### src/sv/esc_pkg.sv
// ----------------------------------------------------------------------------
// esc_pkg
// Shared types, constants and tables for the epoch-to-calendar converter.
// ----------------------------------------------------------------------------
`default_nettype none

package esc_pkg;

    localparam int SEC_PER_DAY  = 24 * 60 * 60;
    localparam int SEC_PER_HOUR = 3600;
    localparam int SEC_PER_MIN  = 60;
    localparam int FIRST_YEAR   = 1970;
    localparam int DAYS_YEAR    = 365;
    localparam int DAYS_LEAP    = 366;
    localparam int FEB_LEAP     = 29;

    // Division by constant: the divisor's power of two is dropped from the
    // dividend, the odd part d is handled as (x * ceil(2^k / d)) >> k, which
    // is exact over each dividend's range.
    //   86400 = 675 << 7, k = 35;  3600 = 225 << 4, k = 21;  60 = 15 << 2, k = 14
    localparam logic [25:0] DAY_RECIP  = 26'd50903317;
    localparam logic [13:0] HOUR_RECIP = 14'd9321;
    localparam logic [10:0] MIN_RECIP  = 11'd1093;

    localparam int LAST_MONTH = 11;

    localparam logic [11:0] YEAR_INIT   = 12'(FIRST_YEAR);
    localparam logic [1:0]  YEAR_MOD4   = 2'(FIRST_YEAR % 4);
    localparam logic [6:0]  YEAR_MOD100 = 7'(FIRST_YEAR % 100);
    localparam logic [8:0]  YEAR_MOD400 = 9'(FIRST_YEAR % 400);

    typedef enum logic [3:0] {
        DP_NOP,
        DP_LOAD,
        DP_DAY,
        DP_TOD,
        DP_HOUR,
        DP_HREM,
        DP_MIN,
        DP_YEAR_INIT,
        DP_YEAR_STEP,
        DP_MONTH_STEP
    } dp_op_t;

    typedef struct packed {
        dp_op_t op;
    } dp_cmd_t;

    typedef struct packed {
        logic year_done;
        logic month_done;
    } dp_status_t;

    typedef enum logic [3:0] {
        S_IDLE,
        S_DAY,
        S_TOD,
        S_HOUR,
        S_HREM,
        S_MIN,
        S_LD_YEAR,
        S_YEAR,
        S_MONTH,
        S_DONE
    } state_t;

    // Month length, month index 0 = January
    function automatic logic [4:0] month_len(input logic [3:0] m, input logic leap);
        logic [4:0] len;
        begin
            case (m)
                4'd0:    len = 5'd31;
                4'd1:    len = leap ? 5'(FEB_LEAP) : 5'd28;
                4'd2:    len = 5'd31;
                4'd3:    len = 5'd30;
                4'd4:    len = 5'd31;
                4'd5:    len = 5'd30;
                4'd6:    len = 5'd31;
                4'd7:    len = 5'd31;
                4'd8:    len = 5'd30;
                4'd9:    len = 5'd31;
                4'd10:   len = 5'd30;
                4'd11:   len = 5'd31;
                default: len = 5'd31;
            endcase
            return len;
        end
    endfunction

endpackage

`default_nettype wire

### src/sv/epoch_seconds_to_calendar.sv
// ----------------------------------------------------------------------------
// epoch_seconds_to_calendar
// Converts unsigned seconds since 1970-01-01 00:00:00 to Gregorian date
// and time of day.
//
//   channel   handshake          fields
//   -------   ---------          ------
//   command   start / busy       epoch_seconds
//   result    done (1 cycle)     hour, minute, second, day_of_month,
//                                month_number, year_number
//
// A word is taken when start is high and busy is low. The fixed steps
// S_DAY through S_LD_YEAR then run the reciprocal-multiply divisions; the
// year walk (one year per cycle) follows for Y = years past 1970 (0..136),
// then the month walk for M = month index (0..11); the range tops out in
// February 2106. The year walk dominates. busy drops the cycle after done,
// so a new word is taken only once the previous result is out.
// Result ports are valid only while done is high; there is no stall.
// Asynchronous reset returns the controller to idle.
// ----------------------------------------------------------------------------
`default_nettype none

module epoch_seconds_to_calendar
    import esc_pkg::*;
(
    input  wire logic        clk,
    input  wire logic        rst_n,
    input  wire logic        start,
    output logic             busy,
    input  wire logic [31:0] epoch_seconds,
    output logic             done,
    output logic [4:0]       hour,
    output logic [5:0]       minute,
    output logic [5:0]       second,
    output logic [4:0]       day_of_month,
    output logic [3:0]       month_number,
    output logic [11:0]      year_number
);

    dp_cmd_t    cmd;
    dp_status_t status;

    esc_ctrl u_ctrl (
        .clk    (clk),
        .rst_n  (rst_n),
        .start  (start),
        .status (status),
        .cmd    (cmd),
        .busy   (busy),
        .done   (done)
    );

    esc_dp u_dp (
        .clk           (clk),
        .cmd           (cmd),
        .epoch_seconds (epoch_seconds),
        .status        (status),
        .hour          (hour),
        .minute        (minute),
        .second        (second),
        .day_of_month  (day_of_month),
        .month_number  (month_number),
        .year_number   (year_number)
    );

endmodule

`default_nettype wire

### src/sv/esc_dp.sv
// ----------------------------------------------------------------------------
// esc_dp
// Datapath: reciprocal-multiply division by constant (day, hour, minute),
// year walk with modular leap counters, month walk, result registers.
// ----------------------------------------------------------------------------
`default_nettype none

module esc_dp
    import esc_pkg::*;
(
    input  wire logic        clk,
    input  wire dp_cmd_t     cmd,
    input  wire logic [31:0] epoch_seconds,
    output dp_status_t       status,
    output logic [4:0]       hour,
    output logic [5:0]       minute,
    output logic [5:0]       second,
    output logic [4:0]       day_of_month,
    output logic [3:0]       month_number,
    output logic [11:0]      year_number
);

    logic [31:0] secs_reg, secs_next;
    logic [15:0] days_reg, days_next;
    logic [16:0] tod_reg, tod_next;
    logic [4:0]  hour_reg, hour_next;
    logic [11:0] rem_reg, rem_next;
    logic [5:0]  minute_reg, minute_next;
    logic [5:0]  second_reg, second_next;
    logic [11:0] year_reg, year_next;
    logic [1:0]  mod4_reg, mod4_next;
    logic [6:0]  mod100_reg, mod100_next;
    logic [8:0]  mod400_reg, mod400_next;
    logic [3:0]  month_reg, month_next;

    logic [50:0] day_prod;
    logic [31:0] day_secs;
    logic [26:0] hour_prod;
    logic [16:0] hour_secs;
    logic [20:0] min_prod;
    logic [11:0] min_secs;
    logic        leap;
    logic [8:0]  ylen;
    logic [4:0]  mlen;

    // quotients: bits [50:35], [25:21], [19:14]; remainders by back-multiply
    assign day_prod  = 51'(secs_reg[31:7]) * 51'(DAY_RECIP);
    assign day_secs  = 32'(days_reg) * 32'(SEC_PER_DAY);
    assign hour_prod = 27'(tod_reg[16:4]) * 27'(HOUR_RECIP);
    assign hour_secs = 17'(hour_reg) * 17'(SEC_PER_HOUR);
    assign min_prod  = 21'(rem_reg[11:2]) * 21'(MIN_RECIP);
    assign min_secs  = 12'(minute_reg) * 12'(SEC_PER_MIN);

    assign leap = (mod4_reg == 2'd0) && ((mod100_reg != 7'd0) || (mod400_reg == 9'd0));
    assign ylen = leap ? 9'(DAYS_LEAP) : 9'(DAYS_YEAR);
    assign mlen = month_len(month_reg, leap);

    assign status.year_done  = (days_reg < 16'(ylen));
    assign status.month_done = (month_reg == 4'(LAST_MONTH)) || (days_reg < 16'(mlen));

    always_comb
    begin
        secs_next   = secs_reg;
        days_next   = days_reg;
        tod_next    = tod_reg;
        hour_next   = hour_reg;
        rem_next    = rem_reg;
        minute_next = minute_reg;
        second_next = second_reg;
        year_next   = year_reg;
        mod4_next   = mod4_reg;
        mod100_next = mod100_reg;
        mod400_next = mod400_reg;
        month_next  = month_reg;
        case (cmd.op)
            DP_NOP:
            begin
            end
            DP_LOAD:
            begin
                secs_next = epoch_seconds;
            end
            DP_DAY:
            begin
                days_next = day_prod[50:35];
            end
            DP_TOD:
            begin
                tod_next = 17'(secs_reg - day_secs);
            end
            DP_HOUR:
            begin
                hour_next = hour_prod[25:21];
            end
            DP_HREM:
            begin
                rem_next = 12'(tod_reg - hour_secs);
            end
            DP_MIN:
            begin
                minute_next = min_prod[19:14];
            end
            DP_YEAR_INIT:
            begin
                second_next = 6'(rem_reg - min_secs);
                year_next   = YEAR_INIT;
                mod4_next   = YEAR_MOD4;
                mod100_next = YEAR_MOD100;
                mod400_next = YEAR_MOD400;
                month_next  = '0;
            end
            DP_YEAR_STEP:
            begin
                days_next   = days_reg - 16'(ylen);
                year_next   = year_reg + 12'd1;
                mod4_next   = mod4_reg + 2'd1;
                mod100_next = (mod100_reg == 7'd99) ? 7'd0 : mod100_reg + 7'd1;
                mod400_next = (mod400_reg == 9'd399) ? 9'd0 : mod400_reg + 9'd1;
            end
            DP_MONTH_STEP:
            begin
                days_next  = days_reg - 16'(mlen);
                month_next = month_reg + 4'd1;
            end
            default:
            begin
            end
        endcase
    end

    always_ff @(posedge clk)
    begin
        secs_reg   <= secs_next;
        days_reg   <= days_next;
        tod_reg    <= tod_next;
        hour_reg   <= hour_next;
        rem_reg    <= rem_next;
        minute_reg <= minute_next;
        second_reg <= second_next;
        year_reg   <= year_next;
        mod4_reg   <= mod4_next;
        mod100_reg <= mod100_next;
        mod400_reg <= mod400_next;
        month_reg  <= month_next;
    end

    assign hour         = hour_reg;
    assign minute       = minute_reg;
    assign second       = second_reg;
    assign day_of_month = days_reg[4:0] + 5'd1;
    assign month_number = month_reg + 4'd1;
    assign year_number  = year_reg;

endmodule

`default_nettype wire

### src/sv/esc_ctrl.sv
// ----------------------------------------------------------------------------
// esc_ctrl
// Controller: sequences the division steps, the year walk and the month walk.
// ----------------------------------------------------------------------------
`default_nettype none

module esc_ctrl
    import esc_pkg::*;
(
    input  wire logic       clk,
    input  wire logic       rst_n,
    input  wire logic       start,
    input  wire dp_status_t status,
    output dp_cmd_t         cmd,
    output logic            busy,
    output logic            done
);

    state_t state_reg, state_next;

    always_ff @(posedge clk or negedge rst_n)
    begin
        if (!rst_n)
        begin
            state_reg <= S_IDLE;
        end
        else
        begin
            state_reg <= state_next;
        end
    end

    always_comb
    begin
        state_next = state_reg;
        cmd.op     = DP_NOP;
        busy       = 1'b1;
        done       = 1'b0;
        case (state_reg)
            S_IDLE:
            begin
                busy = 1'b0;
                if (start)
                begin
                    cmd.op     = DP_LOAD;
                    state_next = S_DAY;
                end
            end
            S_DAY:
            begin
                cmd.op     = DP_DAY;
                state_next = S_TOD;
            end
            S_TOD:
            begin
                cmd.op     = DP_TOD;
                state_next = S_HOUR;
            end
            S_HOUR:
            begin
                cmd.op     = DP_HOUR;
                state_next = S_HREM;
            end
            S_HREM:
            begin
                cmd.op     = DP_HREM;
                state_next = S_MIN;
            end
            S_MIN:
            begin
                cmd.op     = DP_MIN;
                state_next = S_LD_YEAR;
            end
            S_LD_YEAR:
            begin
                cmd.op     = DP_YEAR_INIT;
                state_next = S_YEAR;
            end
            S_YEAR:
            begin
                if (status.year_done)
                    state_next = S_MONTH;
                else
                    cmd.op = DP_YEAR_STEP;
            end
            S_MONTH:
            begin
                if (status.month_done)
                    state_next = S_DONE;
                else
                    cmd.op = DP_MONTH_STEP;
            end
            S_DONE:
            begin
                done       = 1'b1;
                state_next = S_IDLE;
            end
            default:
            begin
                state_next = S_IDLE;
            end
        endcase
    end

endmodule

`default_nettype wire
### config.mk
export PLATFORM = sky130hd
export DESIGN_NAME = epoch_seconds_to_calendar
export DESIGN_NICKNAME = d
export VERILOG_FILES = /design/src/sv/esc_pkg.sv /design/src/sv/epoch_seconds_to_calendar.sv /design/src/sv/esc_dp.sv /design/src/sv/esc_ctrl.sv
export SDC_FILE = /design/constraint.sdc
export NUM_CORES = 1
export LEC_CHECK = 0
export ABC_AREA = 1
export BUFFER_PORTS_ARGS = -buffer_cell sky130_fd_sc_hd__buf_2
export CELL_PAD_IN_SITES_DETAIL_PLACEMENT = 0
export CELL_PAD_IN_SITES_GLOBAL_PLACEMENT = 2
export CORE_MARGIN = 3
export CORE_UTILIZATION = 34
export CTS_CLUSTER_DIAMETER = 150
export DETAILED_ROUTE_END_ITERATION = 7
export GPL_ROUTABILITY_DRIVEN = 0
export HOLD_SLACK_MARGIN = 0.03
export PLACE_DENSITY_LB_ADDON = 0.1
export SYNTH_ARGS = -nofsm -noshare
export SYNTH_HDL_FRONTEND = slang
export SYNTH_HIERARCHICAL = 1
export SYNTH_SLANG_ARGS = --single-unit
### constraint.sdc
create_clock -name clk -period 5.6 [get_ports clk]
set_input_delay 0.28 -clock clk [delete_from_list [all_inputs] [get_ports clk]]
set_output_delay 0.28 -clock clk [all_outputs]
set_load 0.005 [all_outputs]
**Word level (Yosys, flattened, before mapping)**

Index checks and enable logic that the tools add are counted.

- Logic and storage cells: 94
- Bits in read-only memories: 0
- Output and inout bits: 40
- Bits in writable memories: 0
- Bits in registers: 132
- Bits in latches: 0
- Memories kept: 0
- Bits of input ports: 35

- Shift operators: 0
- Reduce and logical (&&, ||, !) cells: 12
- Multiplexer cells: 21
- $mul: 6
- Div/mod/pow operators: 0
- Order comparisons: 2
- Bitwise operators: 0
- Equal/unequal tests: 29
- $add $sub $neg: 11

Operator list:

| kind | number |
|---|---|
| case mux 4 bit (9 select lines) | 2 |
| multiplier 25 x 26 -> 51 bit, second input constant | 1 |
| case mux 16 bit (3 select lines) | 1 |
| == test 4 x 3 -> 1 bit, second input constant | 9 |
| == test 4 bit, second input constant | 7 |
| multiplier 13 x 14 -> 26 bit, second input constant | 1 |
| case mux 12 bit (2 select lines) | 1 |
| == test 4 x 2 -> 1 bit, second input constant | 5 |
| multiplier 10 x 11 -> 20 bit, second input constant | 1 |
| two-way mux 4 bit | 5 |
| case mux 9 bit (2 select lines) | 1 |
| subtractor 17 bit | 1 |
| less-than comparator 16 x 5 -> 1 bit | 1 |
| less-than comparator 16 x 9 -> 1 bit | 1 |
| multiplier 16 x 10 -> 10 bit, second input constant | 1 |
| subtractor 16 x 5 -> 16 bit | 1 |
| subtractor 16 x 9 -> 16 bit | 1 |
| case mux 7 bit (2 select lines) | 1 |
| adder 12 x 1 -> 12 bit, second input constant | 1 |
| == test 4 x 1 -> 1 bit, second input constant | 3 |
| subtractor 12 bit | 1 |
| case mux 5 bit (2 select lines) | 1 |
| adder 9 x 1 -> 9 bit, second input constant | 1 |
| == test 9 bit, second input constant | 1 |
| 25 further kinds | 32 |

**Longest topological paths before layout**

Gate-level depths: netlist of the first run.

- Depth in word-level cells: 11
- Mapped depth: 29
- Mapped depth without buffers: 29

**Hierarchy**

Netlist of the first run, hierarchy kept.

Modules (own cells, without submodules):

| module | instances | area an instance (um^2) | sequential area each (um^2) | cells each |
|---|---|---|---|---|
| esc_dp | 1 | 22610.4 | 3843.7 | 2762 |
| esc_ctrl | 1 | 306.5 | 100.1 | 46 |

**Worst setup path before layout of the first run**

OpenSTA, ideal clock, no wires.

- Kind: register to register
- Start point: register u_dp.secs_reg[30]
- End point: register u_dp.days_reg[10], data pin
- Stages on the path, launching flop included: 24
- Data required time: 5.346 ns
- Period minus slack after synthesis: 5.468 ns
- Data arrival time: 5.215 ns
- Setup time: 0.254 ns
- Buffers on the path: 0
- Slack: 0.132 ns
- Cells stage by stage: edfxtp_1 fa_1 inv_1 fa_1 inv_1 fa_1 inv_1 fa_1 inv_1 fa_1 fa_1 ha_1 ha_1 nand2_1 nor2_1 nand2_1 inv_1 nand2_1 nor2_1 o21ai_1 nand3_1 nand2_1 nand3_1 nand2_1

- Cells in the longest elaborated chain, start to end: 2

Ends and longest elaborated chain:

| what | line | RTL |
|---|---|---|
| start: declaration | esc_dp.sv:23 | `logic [31:0] secs_reg, secs_next;` |
| start signal: assignment | esc_dp.sv:133 | `secs_reg <= secs_next;` |
| multiplier 25 x 26 -> 51 bit | esc_dp.sv:47 | `assign day_prod = 51'(secs_reg[31:7]) * 51'(DAY_RECIP);` |
| case mux 16 bit (3 select lines) | esc_dp.sv:75 | `case (cmd.op)` |
| named net u_dp.days_next[10] | esc_dp.sv:24 | `logic [15:0] days_reg, days_next;` |
| end signal: assignment | esc_dp.sv:134 | `days_reg <= days_next;` |
| end: declaration | esc_dp.sv:24 |  |

The timed path passes the listed nets, and every way through them passes these cells.
A chain may end at the register's enable or synchronous reset.

**Final worst setup path of the first run**

- Start point: register u_dp.secs_reg[24]
- End point: register u_dp.days_reg[3], data pin

Same word-level chain as after synthesis.

==> impl_metrics.prom, run 1 <==
# TYPE chip_impl_metric gauge
chip_impl_metric{name="drc_errors",unit=""} 0
chip_impl_metric{name="dr_wl_met3",unit="mm"} 1.38
chip_impl_metric{name="buffer_ports.inserted",unit=""} 74
chip_impl_metric{name="ys_seq_area_share",unit="%"} 17.2
chip_impl_metric{name="timing_hold_violations_final",unit=""} 0
chip_impl_info{name="clock_tree_from_tritoncts",value="yes"} 1
chip_impl_metric{name="yosys_synthesis_warning_count",unit=""} 6
chip_impl_metric{name="finalSetupTns",unit="ns"} 0
chip_impl_metric{name="ys_seq_elements",unit=""} 132
chip_impl_metric{name="die_y",unit="µm"} 266
chip_impl_metric{name="layout_worst_path_cycle_share",unit="%"} 99.0
chip_impl_metric{name="dpl-instance-area",unit="µm²"} 25400
chip_impl_info{name="hold_path_class",value="primary input to asynchronous set/reset pin"} 1
chip_impl_info{name="crit_slowest_cell",value="sky130_fd_sc_hd__fa_2"} 1
chip_impl_metric{name="area.growth.synth_to_final",unit="%"} 20.7
chip_impl_metric{name="die_outline_area",unit="µm²"} 70600
chip_impl_metric{name="grt_first_pass_wirelength",unit="mm"} 108
chip_impl_metric{name="achievable_frequency",unit="MHz"} 180
chip_impl_info{name="end_kind",value="register"} 1
chip_impl_metric{name="crit_buf_inv",unit=""} 5
chip_impl_metric{name="cts-buffers-inserted",unit=""} 17
chip_impl_metric{name="route.detailed.vias_per_inst",unit=""} 4.59
chip_impl_metric{name="timing.final.setup_violations",unit=""} 0
chip_impl_metric{name="synth-async-reset-ratio",unit="%"} 3.03
chip_impl_metric{name="wirelength",unit="mm"} 67.9
chip_impl_metric{name="detailedRoute.firstIterationViolations",unit=""} 664
chip_impl_metric{name="worst_setup_hold_path_clk_slew",unit="ns"} 0.08
chip_impl_metric{name="ios",unit=""} 75
chip_impl_metric{name="die_x",unit="µm"} 266
chip_impl_info{name="status",value="finished clean"} 1
chip_impl_metric{name="cts.htree.levels",unit=""} 4
chip_impl_metric{name="final_cell_area",unit="µm²"} 27700
chip_impl_metric{name="dr_total_vias",unit=""} 18200
chip_impl_metric{name="timing.critical_path.arrival",unit="ns"} 5.78
chip_impl_metric{name="start_util",unit="%"} 34.6
chip_impl_info{name="cp_cell_sequence",value="buf_4 > fa_1 > ha_1 > fa_2 > fa_1 > fa_1 > fa_1 > inv_1 > fa_1 > inv_1 > ha_4 > nand2_2 > nor2_4 > buf_6 > inv_4 > nor3_4 > nand4_1 > nand3_1 > nand2_1 > nand3_2 > nand2_1"} 1
chip_impl_metric{name="global_route.overflow_total",unit=""} 0
chip_impl_info{name="path_delay_family",value="adder cells"} 1
chip_impl_metric{name="via_count_of_the_first_global_routing_pass",unit=""} 19700
chip_impl_metric{name="place_hpwl",unit="mm"} 59.3
chip_impl_metric{name="route.layer.met1.wl",unit="mm"} 30.5
chip_impl_metric{name="placement.setup.worst_slack",unit="ns"} -0.342
chip_impl_metric{name="fin_nets",unit=""} 3828
chip_impl_metric{name="n_fill_cell",unit=""} 6798
chip_impl_info{name="rsz0062_at_grt",value="true"} 1
chip_impl_metric{name="syn_nets",unit=""} 3544
chip_impl_info{name="critical_path_start_end_classification",value="register to register"} 1
chip_impl_info{name="critical_path.most_common_cell",value="sky130_fd_sc_hd__fa_1"} 1
chip_impl_metric{name="placement_rows",unit=""} 94
chip_impl_metric{name="seqCellArea",unit="µm²"} 3940
chip_impl_metric{name="worst_ep_required_time",unit="ns"} 5.84
chip_impl_metric{name="max_stage_delay",unit="ns"} 0.55
chip_impl_metric{name="layout_setup_ws",unit="ns"} 0.0583
chip_impl_metric{name="post_drt_wl_per_cell",unit="µm"} 17.1
chip_impl_info{name="start_kind",value="register"} 1
chip_impl_metric{name="slew_headroom",unit="%"} 45.1
chip_impl_metric{name="syn_area",unit="µm²"} 22900
chip_impl_metric{name="share_of_layout_cells_above_drive_strength_1",unit="%"} 17.0
chip_impl_metric{name="synth_area_per_cell",unit="µm²"} 8.16
chip_impl_info{name="synth-main-ff-cell",value="sky130_fd_sc_hd__edfxtp_1"} 1
chip_impl_metric{name="worst_pin_slew",unit="ns"} 0.815
chip_impl_metric{name="coreArea",unit="µm²"} 66200
chip_impl_metric{name="maximum_capacitance_violations",unit=""} 0
chip_impl_metric{name="flip_flop_count_of_the_largest_register_all_copies_and_words_added",unit=""} 32
chip_impl_metric{name="routed_met2_length",unit="mm"} 34.8
chip_impl_info{name="dr_top_layer",value="met4"} 1
chip_impl_metric{name="critical_path.max_fanout",unit=""} 3
chip_impl_metric{name="clkLatencyLatePin",unit="ns"} 0.48
chip_impl_metric{name="grt_max_degree",unit=""} 33
chip_impl_metric{name="ant_nets",unit=""} 0
chip_impl_metric{name="finalMaxSlewViolations",unit=""} 0
chip_impl_metric{name="combined_area_of_the_multi_input_logic_cells",unit="µm²"} 17000
chip_impl_metric{name="post-route-util",unit="%"} 41.8
chip_impl_metric{name="initial_antenna_violation_count",unit=""} 1
chip_impl_info{name="clockRootBuffer",value="sky130_fd_sc_hd__clkbuf_16"} 1
chip_impl_metric{name="clock_tree_buffer_depth",unit=""} 2
chip_impl_metric{name="synth_enable_flop_cells",unit=""} 128
chip_impl_metric{name="ys_types",unit=""} 45
chip_impl_metric{name="grtUsageTotal",unit="%"} 20.0
chip_impl_metric{name="clock-sinks",unit=""} 132
chip_impl_metric{name="detail_route.first_pass.iterations",unit=""} 5
chip_impl_metric{name="synth_cells",unit=""} 2808
chip_impl_metric{name="min_period",unit="ns"} 5.54
chip_impl_metric{name="fin_worst_skew",unit="ns"} 0.0222
## worst paths after layout
check | from | end | slack (ns) | cells past startpoint
worst max register to register | u_dp/secs_reg[24]$_DFFE_PN_ | u_dp/days_reg[3]$_DFFE_PP_ | 0.06 | 21
worst min-delay path | rst_n | u_ctrl/state_reg[2]$_DFFE_PN0P_ | 0.13 | 2
worst max-delay path | u_dp/secs_reg[24]$_DFFE_PN_ | u_dp/days_reg[3]$_DFFE_PP_ | 0.06 | 21
min in group clk | start | u_ctrl/state_reg[0]$_DFFE_PN0P_ | 0.20 | 4
max in group asynchronous | rst_n | u_ctrl/state_reg[3]$_DFFE_PN0P_ | 5.33 | 2
worst min register to register | u_dp/rem_reg[1]$_DFFE_PN_ | u_dp/second[1]$_DFFE_PP_ | 0.41 | 0
## cell type report
type / count / share of cell area [%]
multi-input cells: 1874 / 61.5
clock inverters: 14 / 0.692
clock buffers: 18 / 1.55
well taps: 864 / 3.91
flip-flops and latches: 132 / 14.3
repair buffers: 276 / 7.32
inverters: 791 / 10.8
diodes: 1 / 0.00905
## worst reg2reg max path: cells and delay by family (launching register included)
family	cells	cell delay [ns]
fa+ha+maj	8	3.58
buf+inv	5	0.48
flops	1	0.42
simple gates	8	0.84
## kinds of logic after synthesis
kind of cell / count (synthesis) / share of synthesized area, %
adder cells (fa/ha/maj): 701 / 45.7
XOR/XNOR: 59 / 2.25
AO/OA/AOI/OAI: 194 / 4.66
AND/OR/NAND/NOR: 920 / 16.9
flip-flops: 132 / 17.2
buffers and inverters: 802 / 13.3
## layer usage
layer,global-route usage (%),vias up
met4,4.61,0
met1,25.0,8717
met3,2.08,52
met2,37.1,193
met5,0,-
li1,-,9266
## cells in the mapped netlist (all sizes together), types with 3 or more instances
master	number	area, µm²
ha	473	5920
nor3b	5	37.5
xnor2	21	184
nand4	32	200
nand3	96	490
o21ai	54	274
dfrtp	4	100
or2	8	50.1
nor2	181	722
inv	789	2960
a211oi	3	22.5
xor2	38	333
o22ai	5	31.3
nor4	8	50.1
nand3b	5	37.5
o31ai	5	37.5
o21bai	5	37.5
a31oi	3	18.8
a21oi	107	551
nand2	555	2100
fa	228	4560
edfxtp	128	3840
o211ai	6	50.1
a21o	3	22.5
buf	9	61.3
nor3	29	176
## per-stage QoR
step / hold WS [ns] / std cells
6_report: 0.134 / 3970
3_3_place_gp: 0.100 / 3877
2_1_floorplan: -0.0156 / 2808
3_5_place_dp: 0.0987 / 3877
5_1_grt: 0.131 / 3970
4_1_cts: 0.111 / 3955
## timing repair
action | in CTS | in global routing
gates cloned | 0 | 0
endpoints found under the hold margin | 36 | 0
setup endpoints to repair | 16 | 16
resized for setup | 126 | 142
pin swaps | 58 | 93
hold buffers | 33 | 0
buffers inserted | 13 | 15
## layout by cell type (no fill, tap or decap), drive strengths merged, types with 21 or more instances in the layout
cell,n
nand3,96
xor2,38
a21oi,107
nand4,32
fa,228
inv,796
xnor2,21
buf,243
ha,473
nand2,555
nor3,29
edfxtp,128
nor2,181
dlygate4sd3,33
o21ai,54
Power of run 1 is not shown: default switching activity piles up to over one toggle a cycle in this logic, so the estimate is an artifact.
==> inputs of run 2 (changes only) <==
--- a/config.mk
+++ b/config.mk
@@ -5,14 +5,13 @@
 export SDC_FILE = /design/constraint.sdc
 export NUM_CORES = 1
 export LEC_CHECK = 0
-export ABC_AREA = 1
-export BUFFER_PORTS_ARGS = -buffer_cell sky130_fd_sc_hd__buf_2
 export CELL_PAD_IN_SITES_DETAIL_PLACEMENT = 0
 export CELL_PAD_IN_SITES_GLOBAL_PLACEMENT = 2
 export CORE_MARGIN = 3
 export CORE_UTILIZATION = 34
 export CTS_CLUSTER_DIAMETER = 150
 export DETAILED_ROUTE_END_ITERATION = 7
+export DONT_BUFFER_PORTS = 1
 export GPL_ROUTABILITY_DRIVEN = 0
 export HOLD_SLACK_MARGIN = 0.03
 export PLACE_DENSITY_LB_ADDON = 0.1
@@ -20,3 +19,4 @@
 export SYNTH_HDL_FRONTEND = slang
 export SYNTH_HIERARCHICAL = 1
 export SYNTH_SLANG_ARGS = --single-unit
+export TNS_END_PERCENT = 50
==> run 2 against run 1 <==
Net effect:
- cell area shrank 11%
- maximum frequency shrank 12%
- the flow now finishes with violations (negative setup slack)
- critical path type unchanged
- synthesized cell count shrank 28%
==> impl_metrics.prom, run 2 <==
# TYPE chip_impl_metric gauge
chip_impl_info{name="start_kind",value="register"} 1
chip_impl_info{name="critical_path_start_end_classification",value="register to register"} 1
chip_impl_metric{name="via_count_of_the_first_global_routing_pass",unit=""} 15700
chip_impl_metric{name="seqCellArea",unit="µm²"} 3940
chip_impl_metric{name="critical_path.max_fanout",unit=""} 4
chip_impl_metric{name="worst_pin_slew",unit="ns"} 0.804
chip_impl_metric{name="route.detailed.vias_per_inst",unit=""} 4.66
chip_impl_metric{name="final-instance-count-excl-fill",unit=""} 3081
chip_impl_metric{name="layout_setup_ws",unit="ns"} -0.696
chip_impl_metric{name="ys_seq_elements",unit=""} 132
chip_impl_info{name="hold_path_class",value="primary input to asynchronous set/reset pin"} 1
chip_impl_info{name="status",value="finished, violations left"} 1
chip_impl_metric{name="fin_nets",unit=""} 3031
chip_impl_metric{name="ant_nets",unit=""} 0
chip_impl_info{name="rsz0062_at_grt",value="true"} 1
chip_impl_metric{name="die_y",unit="µm"} 251
chip_impl_metric{name="die_x",unit="µm"} 251
chip_impl_metric{name="ys_types",unit=""} 73
chip_impl_metric{name="grt_max_degree",unit=""} 31
chip_impl_metric{name="timing.final.setup_violations",unit=""} 16
chip_impl_info{name="clock_tree_from_tritoncts",value="yes"} 1
chip_impl_metric{name="synth_enable_flop_cells",unit=""} 128
chip_impl_metric{name="ios",unit=""} 75
chip_impl_metric{name="synth_adder_area_share",unit="%"} 51.2
chip_impl_metric{name="maximum_capacitance_violations",unit=""} 0
chip_impl_metric{name="clkLatencyLatePin",unit="ns"} 0.47
chip_impl_metric{name="worst_ep_required_time",unit="ns"} 5.80
chip_impl_info{name="path_delay_family",value="adder cells"} 1
chip_impl_metric{name="layout_worst_path_cycle_share",unit="%"} 112
chip_impl_metric{name="cts.htree.levels",unit=""} 4
chip_impl_metric{name="timing_hold_violations_final",unit=""} 0
chip_impl_metric{name="complex_gate_fraction_of_the_synthesized_area",unit="%"} 8.35
chip_impl_metric{name="synth_area_in_xor_xnor",unit="%"} 3.80
chip_impl_metric{name="area.growth.synth_to_final",unit="%"} 20.6
chip_impl_metric{name="clock-sinks",unit=""} 132
chip_impl_info{name="synth_top_family_by_area",value="adder cells"} 1
chip_impl_metric{name="max_stage_delay",unit="ns"} 0.60
chip_impl_metric{name="detailedRoute.firstIterationViolations",unit=""} 462
chip_impl_metric{name="finalSetupTns",unit="ns"} -8.07
chip_impl_metric{name="coreArea",unit="µm²"} 59400
chip_impl_metric{name="timing.critical_path.arrival",unit="ns"} 6.50
chip_impl_metric{name="n_fill_cell",unit=""} 5840
chip_impl_metric{name="wirelength",unit="mm"} 55.6
chip_impl_info{name="most_frequent_standard_cell_in_the_layout_excluding_fill_and_tap_cells",value="sky130_fd_sc_hd__inv_1"} 1
chip_impl_info{name="layout_common_cells",value="489 x sky130_fd_sc_hd__inv_1, 447 x sky130_fd_sc_hd__ha_1, 252 x sky130_fd_sc_hd__buf_4, 219 x sky130_fd_sc_hd__fa_1, 128 x sky130_fd_sc_hd__edfxtp_1"} 1
chip_impl_metric{name="cts-buffers-inserted",unit=""} 17
chip_impl_metric{name="share_of_layout_cells_above_drive_strength_1",unit="%"} 16.8
chip_impl_metric{name="placed_cells_incl_taps",unit=""} 2989
chip_impl_metric{name="finalMaxSlewViolations",unit=""} 0
chip_impl_metric{name="synth_top_area_share",unit="%"} 28.9
chip_impl_metric{name="worst_setup_hold_path_clk_slew",unit="ns"} 0.07
chip_impl_metric{name="timing.hold.ws",unit="ns"} 0.0901
chip_impl_metric{name="n_antenna_cell",unit=""} 0
chip_impl_metric{name="combined_area_of_the_multi_input_logic_cells",unit="µm²"} 15000
chip_impl_metric{name="dr_total_vias",unit=""} 14400
chip_impl_metric{name="crit_buf_inv",unit=""} 6
chip_impl_metric{name="synthSimpleGateAreaFrac",unit="%"} 7.30
chip_impl_info{name="synthTopCellsByArea",value="sky130_fd_sc_hd__ha_1 29%, sky130_fd_sc_hd__fa_1 22%, sky130_fd_sc_hd__edfxtp_1 19%"} 1
chip_impl_metric{name="fin_worst_skew",unit="ns"} 0.0143
chip_impl_metric{name="synth_cells",unit=""} 2015
chip_impl_metric{name="min_period",unit="ns"} 6.30
chip_impl_metric{name="synth-async-reset-ratio",unit="%"} 3.03
chip_impl_info{name="synthMostInstantiatedCell",value="sky130_fd_sc_hd__inv_1"} 1
chip_impl_info{name="cp_cell_sequence",value="fa_2 > inv_2 > fa_1 > inv_2 > ha_4 > fa_1 > inv_1 > fa_1 > fa_1 > inv_1 > fa_1 > ha_4 > buf_4 > nand3_2 > or3_1 > a211o_1 > a41o_1 > o211ai_1 > buf_4 > a31oi_2 > mux2i_1 > o311ai_1"} 1
chip_impl_metric{name="post-route-util",unit="%"} 41.6
chip_impl_metric{name="clock_tree_buffer_depth",unit=""} 2
chip_impl_metric{name="synthMuxAreaShare",unit="%"} 0.195
chip_impl_metric{name="global_route.overflow_total",unit=""} 0
chip_impl_metric{name="post_drt_wl_per_cell",unit="µm"} 18.1
chip_impl_metric{name="flip_flop_count_of_the_largest_register_all_copies_and_words_added",unit=""} 32
chip_impl_metric{name="synth_area_per_cell",unit="µm²"} 10.2
chip_impl_info{name="clockRootBuffer",value="sky130_fd_sc_hd__clkbuf_16"} 1
chip_impl_info{name="synth_top_cell_by_area",value="sky130_fd_sc_hd__ha_1"} 1
chip_impl_metric{name="achievable_frequency",unit="MHz"} 159
chip_impl_info{name="critical_path.most_common_cell",value="sky130_fd_sc_hd__fa_1"} 1
chip_impl_metric{name="syn_nets",unit=""} 2751
chip_impl_metric{name="placement_rows",unit=""} 89
chip_impl_metric{name="initial_antenna_violation_count",unit=""} 3
chip_impl_metric{name="buffer_ports.inserted",unit=""} 0
chip_impl_metric{name="grtUsageTotal",unit="%"} 18.4
chip_impl_metric{name="detail_route.first_pass.iterations",unit=""} 5
chip_impl_info{name="netlist_top_cells_count",value="500 x sky130_fd_sc_hd__inv_1, 473 x sky130_fd_sc_hd__ha_1, 228 x sky130_fd_sc_hd__fa_1"} 1
chip_impl_metric{name="drc_errors",unit=""} 0
chip_impl_metric{name="setup.reg_to_reg.worst_slack",unit="ns"} -0.70
chip_impl_metric{name="start_util",unit="%"} 34.5
chip_impl_info{name="synth-main-ff-cell",value="sky130_fd_sc_hd__edfxtp_1"} 1
chip_impl_metric{name="ys_seq_area_share",unit="%"} 19.2
chip_impl_metric{name="place_hpwl",unit="mm"} 48.3
chip_impl_info{name="crit_slowest_cell",value="sky130_fd_sc_hd__fa_2"} 1
chip_impl_metric{name="slew_headroom",unit="%"} 46.2
chip_impl_info{name="end_kind",value="register"} 1
chip_impl_metric{name="grt_first_pass_wirelength",unit="mm"} 88.6
chip_impl_metric{name="die_outline_area",unit="µm²"} 63200
chip_impl_metric{name="yosys_synthesis_warning_count",unit=""} 6
chip_impl_metric{name="syn_area",unit="µm²"} 20500
chip_impl_info{name="failed_checks",value="negative setup slack"} 1
==> run 2: worst paths after layout <==
| check | startpoint | end | cells past startpoint |
|---|---|---|---|
| min | rst_n | u_ctrl/state_reg[3]$_DFFE_PN0P_ | 1 |
| max | u_dp/secs_reg[11]$_DFFE_PN_ | u_dp/days_reg[15]$_DFFE_PP_ | 22 |
| max in group asynchronous | rst_n | u_ctrl/state_reg[1]$_DFFE_PN0P_ | 1 |
| min in group clk | start | u_ctrl/state_reg[0]$_DFFE_PN0P_ | 3 |
| min reg2reg | u_dp/secs_reg[1]$_DFFE_PN_ | u_dp/tod_reg[1]$_DFFE_PN_ | 0 |
| max reg2reg | u_dp/secs_reg[11]$_DFFE_PN_ | u_dp/days_reg[15]$_DFFE_PP_ | 22 |
==> run 2: final cells by class <==
type | count | share of cell area [%]
Tap cell | 773 | 3.92
Inverter | 500 | 7.60
Clock inverter | 13 | 0.501
Clock buffer | 19 | 1.79
Multi-Input combinational cell | 1350 | 60.8
Sequential cell | 132 | 16.0
Timing Repair Buffer | 294 | 9.48
==> run 2: kinds of logic after synthesis <==
kind of cell	after synthesis
multiplexers	4
buffers and inverters	533
XOR/XNOR	89
flip-flops	132
AO/OA/AOI/OAI	259
adder cells (fa/ha/maj)	701
AND/OR/NAND/NOR	297
==> run 2: per-layer routing <==
layer	global-route usage [%]	routed length, µm	vias to the layer above
li1	-	-	7227
met1	24.4	26400	6895
met2	31.4	26600	185
met3	3.13	1680	48
met4	4.36	937	2
met5	0	9	-
==> run 2: worst register-to-register path: stages (launching register included) <==
cell and delay (ns):
sky130_fd_sc_hd__edfxtp_1 0.46, sky130_fd_sc_hd__fa_2 0.60, sky130_fd_sc_hd__inv_2 0.04, sky130_fd_sc_hd__fa_1 0.51
sky130_fd_sc_hd__inv_2 0.05, sky130_fd_sc_hd__ha_4 0.21, sky130_fd_sc_hd__fa_1 0.50, sky130_fd_sc_hd__inv_1 0.05
sky130_fd_sc_hd__fa_1 0.48, sky130_fd_sc_hd__fa_1 0.52, sky130_fd_sc_hd__inv_1 0.05, sky130_fd_sc_hd__fa_1 0.48
sky130_fd_sc_hd__ha_4 0.30, sky130_fd_sc_hd__buf_4 0.11, sky130_fd_sc_hd__nand3_2 0.06, sky130_fd_sc_hd__or3_1 0.31
sky130_fd_sc_hd__a211o_1 0.26, sky130_fd_sc_hd__a41o_1 0.22, sky130_fd_sc_hd__o211ai_1 0.22, sky130_fd_sc_hd__buf_4 0.21
sky130_fd_sc_hd__a31oi_2 0.11, sky130_fd_sc_hd__mux2i_1 0.16, sky130_fd_sc_hd__o311ai_1 0.12
==> run 2: per-stage QoR <==
stage,worst slack [ns],area [µm²]
2_1_floorplan,-0.413,20800
3_3_place_gp,-0.842,23400
3_5_place_dp,-0.814,23400
4_1_cts,-0.682,24600
5_1_grt,-0.925,24700
6_report,-0.696,24700
==> run 2: what timing repair did <==
item                                    in CTS  in global routing
gates cloned                                 0                  0
gates resized for setup                     37                 16
endpoints found under the setup margin      16                 16
pin swaps                                   27                  4
hold buffers                                33                  0
setup buffers                               20                  9
hold endpoints to repair                    36                  0
Power of run 2 is left out for the same reason.
==> inputs of run 3 (changes only) <==
--- a/config.mk
+++ b/config.mk
@@ -7,16 +7,15 @@
 export LEC_CHECK = 0
 export CELL_PAD_IN_SITES_DETAIL_PLACEMENT = 0
 export CELL_PAD_IN_SITES_GLOBAL_PLACEMENT = 2
-export CORE_MARGIN = 3
+export CORE_MARGIN = 5
 export CORE_UTILIZATION = 34
 export CTS_CLUSTER_DIAMETER = 150
 export DETAILED_ROUTE_END_ITERATION = 7
 export DONT_BUFFER_PORTS = 1
 export GPL_ROUTABILITY_DRIVEN = 0
-export HOLD_SLACK_MARGIN = 0.03
+export HOLD_SLACK_MARGIN = 0.15
 export PLACE_DENSITY_LB_ADDON = 0.1
 export SYNTH_ARGS = -nofsm -noshare
 export SYNTH_HDL_FRONTEND = slang
-export SYNTH_HIERARCHICAL = 1
 export SYNTH_SLANG_ARGS = --single-unit
 export TNS_END_PERCENT = 50
==> run 3 against run 2 <==
Net effect:
- critical path depth up 1
- the run still ends with negative setup slack left
- largest cell class unchanged
- clock-buffer cell count decreased by 2
- first-iteration DRC count fell by 8.9%
==> impl_metrics.prom, run 3 <==
# TYPE chip_impl_metric gauge
chip_impl_info{name="synth-main-ff-cell",value="sky130_fd_sc_hd__edfxtp_1"} 1
chip_impl_metric{name="finalMaxSlewViolations",unit=""} 0
chip_impl_metric{name="peak_supply_drop",unit="µV"} 400
chip_impl_metric{name="ys_types",unit=""} 72
chip_impl_metric{name="timing.critical_path.arrival",unit="ns"} 6.38
chip_impl_metric{name="crit_buf_inv",unit=""} 7
chip_impl_metric{name="synth_area_per_cell",unit="µm²"} 10.2
chip_impl_info{name="clockRootBuffer",value="sky130_fd_sc_hd__clkbuf_16"} 1
chip_impl_metric{name="area.growth.synth_to_final",unit="%"} 20.7
chip_impl_metric{name="final_cell_area",unit="µm²"} 24500
chip_impl_info{name="layout_common_cells",value="489 x sky130_fd_sc_hd__inv_1, 441 x sky130_fd_sc_hd__ha_1, 221 x sky130_fd_sc_hd__fa_1, 213 x sky130_fd_sc_hd__buf_4, 128 x sky130_fd_sc_hd__edfxtp_1"} 1
chip_impl_info{name="synth_top_cell_by_area",value="sky130_fd_sc_hd__ha_1"} 1
chip_impl_metric{name="maximum_capacitance_violations",unit=""} 0
chip_impl_metric{name="route.detailed.vias_per_inst",unit=""} 4.65
chip_impl_metric{name="slew_headroom",unit="%"} 31.2
chip_impl_info{name="timing.rr.end",value="u_dp.days_reg[8]$_DFFE_PP_"} 1
chip_impl_metric{name="placement_rows",unit=""} 89
chip_impl_metric{name="timing.final.setup_violations",unit=""} 16
chip_impl_metric{name="die_x",unit="µm"} 254
chip_impl_metric{name="synth_top_area_share",unit="%"} 29.1
chip_impl_info{name="synthTopCellsByArea",value="sky130_fd_sc_hd__ha_1 29%, sky130_fd_sc_hd__fa_1 22%, sky130_fd_sc_hd__edfxtp_1 19%"} 1
chip_impl_metric{name="min_period",unit="ns"} 6.17
chip_impl_info{name="reg2reg_from",value="u_dp.secs_reg[13]$_DFFE_PN_"} 1
chip_impl_metric{name="clkLatencyLatePin",unit="ns"} 0.47
chip_impl_info{name="most_frequent_standard_cell_in_the_layout_excluding_fill_and_tap_cells",value="sky130_fd_sc_hd__inv_1"} 1
chip_impl_info{name="critical_path.startpoint",value="u_dp.secs_reg[13]$_DFFE_PN_"} 1
chip_impl_metric{name="worst_setup_hold_path_clk_slew",unit="ns"} 0.07
chip_impl_info{name="crit_slowest_cell",value="sky130_fd_sc_hd__fa_1"} 1
chip_impl_info{name="clock_tree_from_tritoncts",value="yes"} 1
chip_impl_metric{name="start_util",unit="%"} 34.4
chip_impl_metric{name="ios",unit=""} 75
chip_impl_metric{name="yosys_synthesis_warning_count",unit=""} 0
chip_impl_metric{name="via_count_of_the_first_global_routing_pass",unit=""} 15600
chip_impl_metric{name="cts.htree.levels",unit=""} 4
chip_impl_metric{name="global_route.overflow_total",unit=""} 0
chip_impl_metric{name="critical_path.max_fanout",unit=""} 3
chip_impl_metric{name="clock-sinks",unit=""} 132
chip_impl_metric{name="power.static_leakage",unit="nW"} 12.2
chip_impl_metric{name="syn_nets",unit=""} 2736
chip_impl_metric{name="fin_worst_skew",unit="ns"} 0.0210
chip_impl_metric{name="worst_ep_required_time",unit="ns"} 5.81
chip_impl_metric{name="fin_nets",unit=""} 2989
chip_impl_metric{name="worst_pin_slew",unit="ns"} 1.03
chip_impl_info{name="rsz0062_at_grt",value="true"} 1
chip_impl_metric{name="buffer_ports.inserted",unit=""} 0
chip_impl_metric{name="grt_first_pass_wirelength",unit="mm"} 87.1
chip_impl_metric{name="n_antenna_cell",unit=""} 0
chip_impl_metric{name="post_drt_wl_per_cell",unit="µm"} 18.0
chip_impl_metric{name="synth_cells",unit=""} 2001
chip_impl_metric{name="dpl-instance-area",unit="µm²"} 23100
chip_impl_metric{name="flip_flop_count_of_the_largest_register_all_copies_and_words_added",unit=""} 32
chip_impl_info{name="path_delay_family",value="adder cells"} 1
chip_impl_metric{name="ys_seq_elements",unit=""} 132
chip_impl_info{name="failed_checks",value="negative setup slack"} 1
chip_impl_metric{name="dr_total_vias",unit=""} 14100
chip_impl_info{name="cp_cell_sequence",value="buf_6 > fa_1 > inv_1 > fa_1 > inv_2 > ha_4 > fa_1 > inv_1 > fa_1 > fa_1 > inv_1 > fa_1 > ha_4 > a21o_1 > a21oi_2 > a2bb2oi_2 > nand4_1 > a221oi_4 > buf_4 > buf_6 > a21oi_1 > nor2_1 > o311ai_1"} 1
chip_impl_metric{name="grt_max_degree",unit=""} 33
chip_impl_metric{name="post-route-util",unit="%"} 41.5
chip_impl_metric{name="cts-buffers-inserted",unit=""} 17
chip_impl_metric{name="layout_worst_path_cycle_share",unit="%"} 110
chip_impl_metric{name="die_outline_area",unit="µm²"} 64800
chip_impl_metric{name="ant_nets",unit=""} 0
chip_impl_metric{name="drc_errors",unit=""} 0
chip_impl_info{name="hold_path_class",value="primary input to register"} 1
chip_impl_metric{name="grtUsageTotal",unit="%"} 17.5
chip_impl_info{name="critical_path_destination",value="u_dp.days_reg[8]$_DFFE_PP_"} 1
chip_impl_metric{name="ys_seq_area_share",unit="%"} 19.4
chip_impl_metric{name="detail_route.first_pass.iterations",unit=""} 5
chip_impl_metric{name="achievable_frequency",unit="MHz"} 162
chip_impl_metric{name="critical_path_cell_count",unit=""} 23
chip_impl_metric{name="power_density",unit="nW/µm²"} 383
chip_impl_metric{name="place_hpwl",unit="mm"} 46.8
chip_impl_metric{name="synth_enable_flop_cells",unit=""} 128
chip_impl_info{name="critical_path_start_end_classification",value="register to register"} 1
chip_impl_metric{name="wirelength",unit="mm"} 54.6
chip_impl_metric{name="syn_area",unit="µm²"} 20300
chip_impl_info{name="critical_path.most_common_cell",value="sky130_fd_sc_hd__fa_1"} 1
chip_impl_metric{name="initial_antenna_violation_count",unit=""} 0
chip_impl_metric{name="r2r_cells",unit=""} 23
chip_impl_metric{name="coreArea",unit="µm²"} 59100
chip_impl_info{name="netlist_top_cells_count",value="505 x sky130_fd_sc_hd__inv_1, 472 x sky130_fd_sc_hd__ha_1, 228 x sky130_fd_sc_hd__fa_1"} 1
chip_impl_metric{name="detailedRoute.firstIterationViolations",unit=""} 421
chip_impl_metric{name="share_of_layout_cells_above_drive_strength_1",unit="%"} 17.2
chip_impl_metric{name="max_stage_delay",unit="ns"} 0.54
chip_impl_metric{name="clock_tree_buffer_depth",unit=""} 2
chip_impl_metric{name="die_y",unit="µm"} 254
chip_impl_info{name="end_kind",value="register"} 1
chip_impl_metric{name="setup.reg_to_reg.worst_slack",unit="ns"} -0.57
chip_impl_info{name="synthMostInstantiatedCell",value="sky130_fd_sc_hd__inv_1"} 1
chip_impl_metric{name="synth-async-reset-ratio",unit="%"} 3.03
chip_impl_info{name="start_kind",value="register"} 1
chip_impl_info{name="status",value="finished, violations left"} 1
chip_impl_metric{name="timing_hold_violations_final",unit=""} 0
chip_impl_metric{name="layout_setup_ws",unit="ns"} -0.573
==> run 3: cell types whose count changed after synthesis, moves of 6 or more <==
cell	change
sky130_fd_sc_hd__a21oi_1	+12
sky130_fd_sc_hd__clkbuf_1	-8
sky130_fd_sc_hd__nand2_1	+10
sky130_fd_sc_hd__nand3_1	-6
sky130_fd_sc_hd__nor3_1	-14
==> run 3: worst min-delay path by stage <==
| stage | cells after the start | from | endpoint | slack [ns] |
|---|---|---|---|---|
| 6_report | 3 | start | u_ctrl.state_reg[0]$_DFFE_PN0P_ | 0.21 |
| 4_1_cts | 3 | start | u_ctrl.state_reg[0]$_DFFE_PN0P_ | 0.16 |
| 3_3_place_gp | 0 | rst_n | u_ctrl.state_reg[1]$_DFFE_PN0P_ | -0.02 |
| 3_5_place_dp | 0 | rst_n | u_ctrl.state_reg[1]$_DFFE_PN0P_ | -0.02 |
| 5_1_grt | 3 | start | u_ctrl.state_reg[0]$_DFFE_PN0P_ | 0.21 |
| 2_1_floorplan | 0 | rst_n | u_ctrl.state_reg[0]$_DFFE_PN0P_ | -0.02 |
==> run 3: area by class of cell <==
type,instances,area [µm²]
multi-input cells,1339,15100
repair buffers,259,2080
clock inverters,15,149
flip-flops and latches,132,3940
fillers,5790,34600
inverters,505,1900
clock buffers,17,425
well taps,773,967
==> run 3: what timing repair did <==
item | CTS | global route
buffers inserted | 18 | 4
setup endpoints to repair | 16 | 16
pin swaps | 34 | 23
endpoints found under the hold margin | 36 | 0
resized for setup | 47 | 31
hold buffers | 34 | 0
==> run 3: cell families (layout without fill, tap and decap cells) <==
family	after synthesis	count (layout)	share of synthesized area, %
adders and majority gates	700	700	51.5
buffers and inverters	530	796	9.88
and+or+nand+nor	277	277	6.68
AOI/OAI and AO/OA	271	271	8.55
DFF	132	132	19.4
xor gates and xnor gates	88	88	3.79
muxes	3	3	0.160
==> run 3: power by group <==
group	leakage [nW]	total [mW]	internal, mW	switching, mW
logic	10.7	6.18	2.85	3.32
clock network	0.271	1.18	0.621	0.555
registers	1.21	2.04	1.70	0.337
total	12.2	9.39	5.17	4.22
==> run 3: through the flow <==
stage / instances / TNS (ns) / hold WS (ns) / power, mW / setup WS, ns
floorplan: 2001 / -1.41 / -0.0156 / 6.49 / -0.316
global placement: 2953 / -10.03 / -0.0152 / 8.10 / -0.935
detailed placement: 2953 / -10.11 / -0.0152 / 8.15 / -0.922
CTS: 3037 / -7.70 / 0.159 / 9.51 / -0.620
global route: 3040 / -10.72 / 0.213 / 10.4 / -0.789
finish: 3040 / -7.09 / 0.209 / 9.39 / -0.573
==> run 3: worst register-to-register path: stages, from the launching register on <==
cell and delay (ns):
sky130_fd_sc_hd__edfxtp_1 0.43, sky130_fd_sc_hd__buf_6 0.15, sky130_fd_sc_hd__fa_1 0.54, sky130_fd_sc_hd__inv_1 0.05
sky130_fd_sc_hd__fa_1 0.49, sky130_fd_sc_hd__inv_2 0.05, sky130_fd_sc_hd__ha_4 0.21, sky130_fd_sc_hd__fa_1 0.48
sky130_fd_sc_hd__inv_1 0.05, sky130_fd_sc_hd__fa_1 0.44, sky130_fd_sc_hd__fa_1 0.49, sky130_fd_sc_hd__inv_1 0.05
sky130_fd_sc_hd__fa_1 0.50, sky130_fd_sc_hd__ha_4 0.29, sky130_fd_sc_hd__a21o_1 0.18, sky130_fd_sc_hd__a21oi_2 0.18
sky130_fd_sc_hd__a2bb2oi_2 0.25, sky130_fd_sc_hd__nand4_1 0.19, sky130_fd_sc_hd__a221oi_4 0.38, sky130_fd_sc_hd__buf_4 0.17
sky130_fd_sc_hd__buf_6 0.09, sky130_fd_sc_hd__a21oi_1 0.06, sky130_fd_sc_hd__nor2_1 0.11, sky130_fd_sc_hd__o311ai_1 0.10
==> run 3: routing by layer <==
layer,vias to the layer above,GRT usage [%],part of all wire [%]
met5,-,0,0
met4,0,3.41,1.2
met3,35,2.36,2.1
met2,121,30.5,49
met1,6862,23.4,47
li1,7118,-,-
Power figures use the tool's default switching activity.
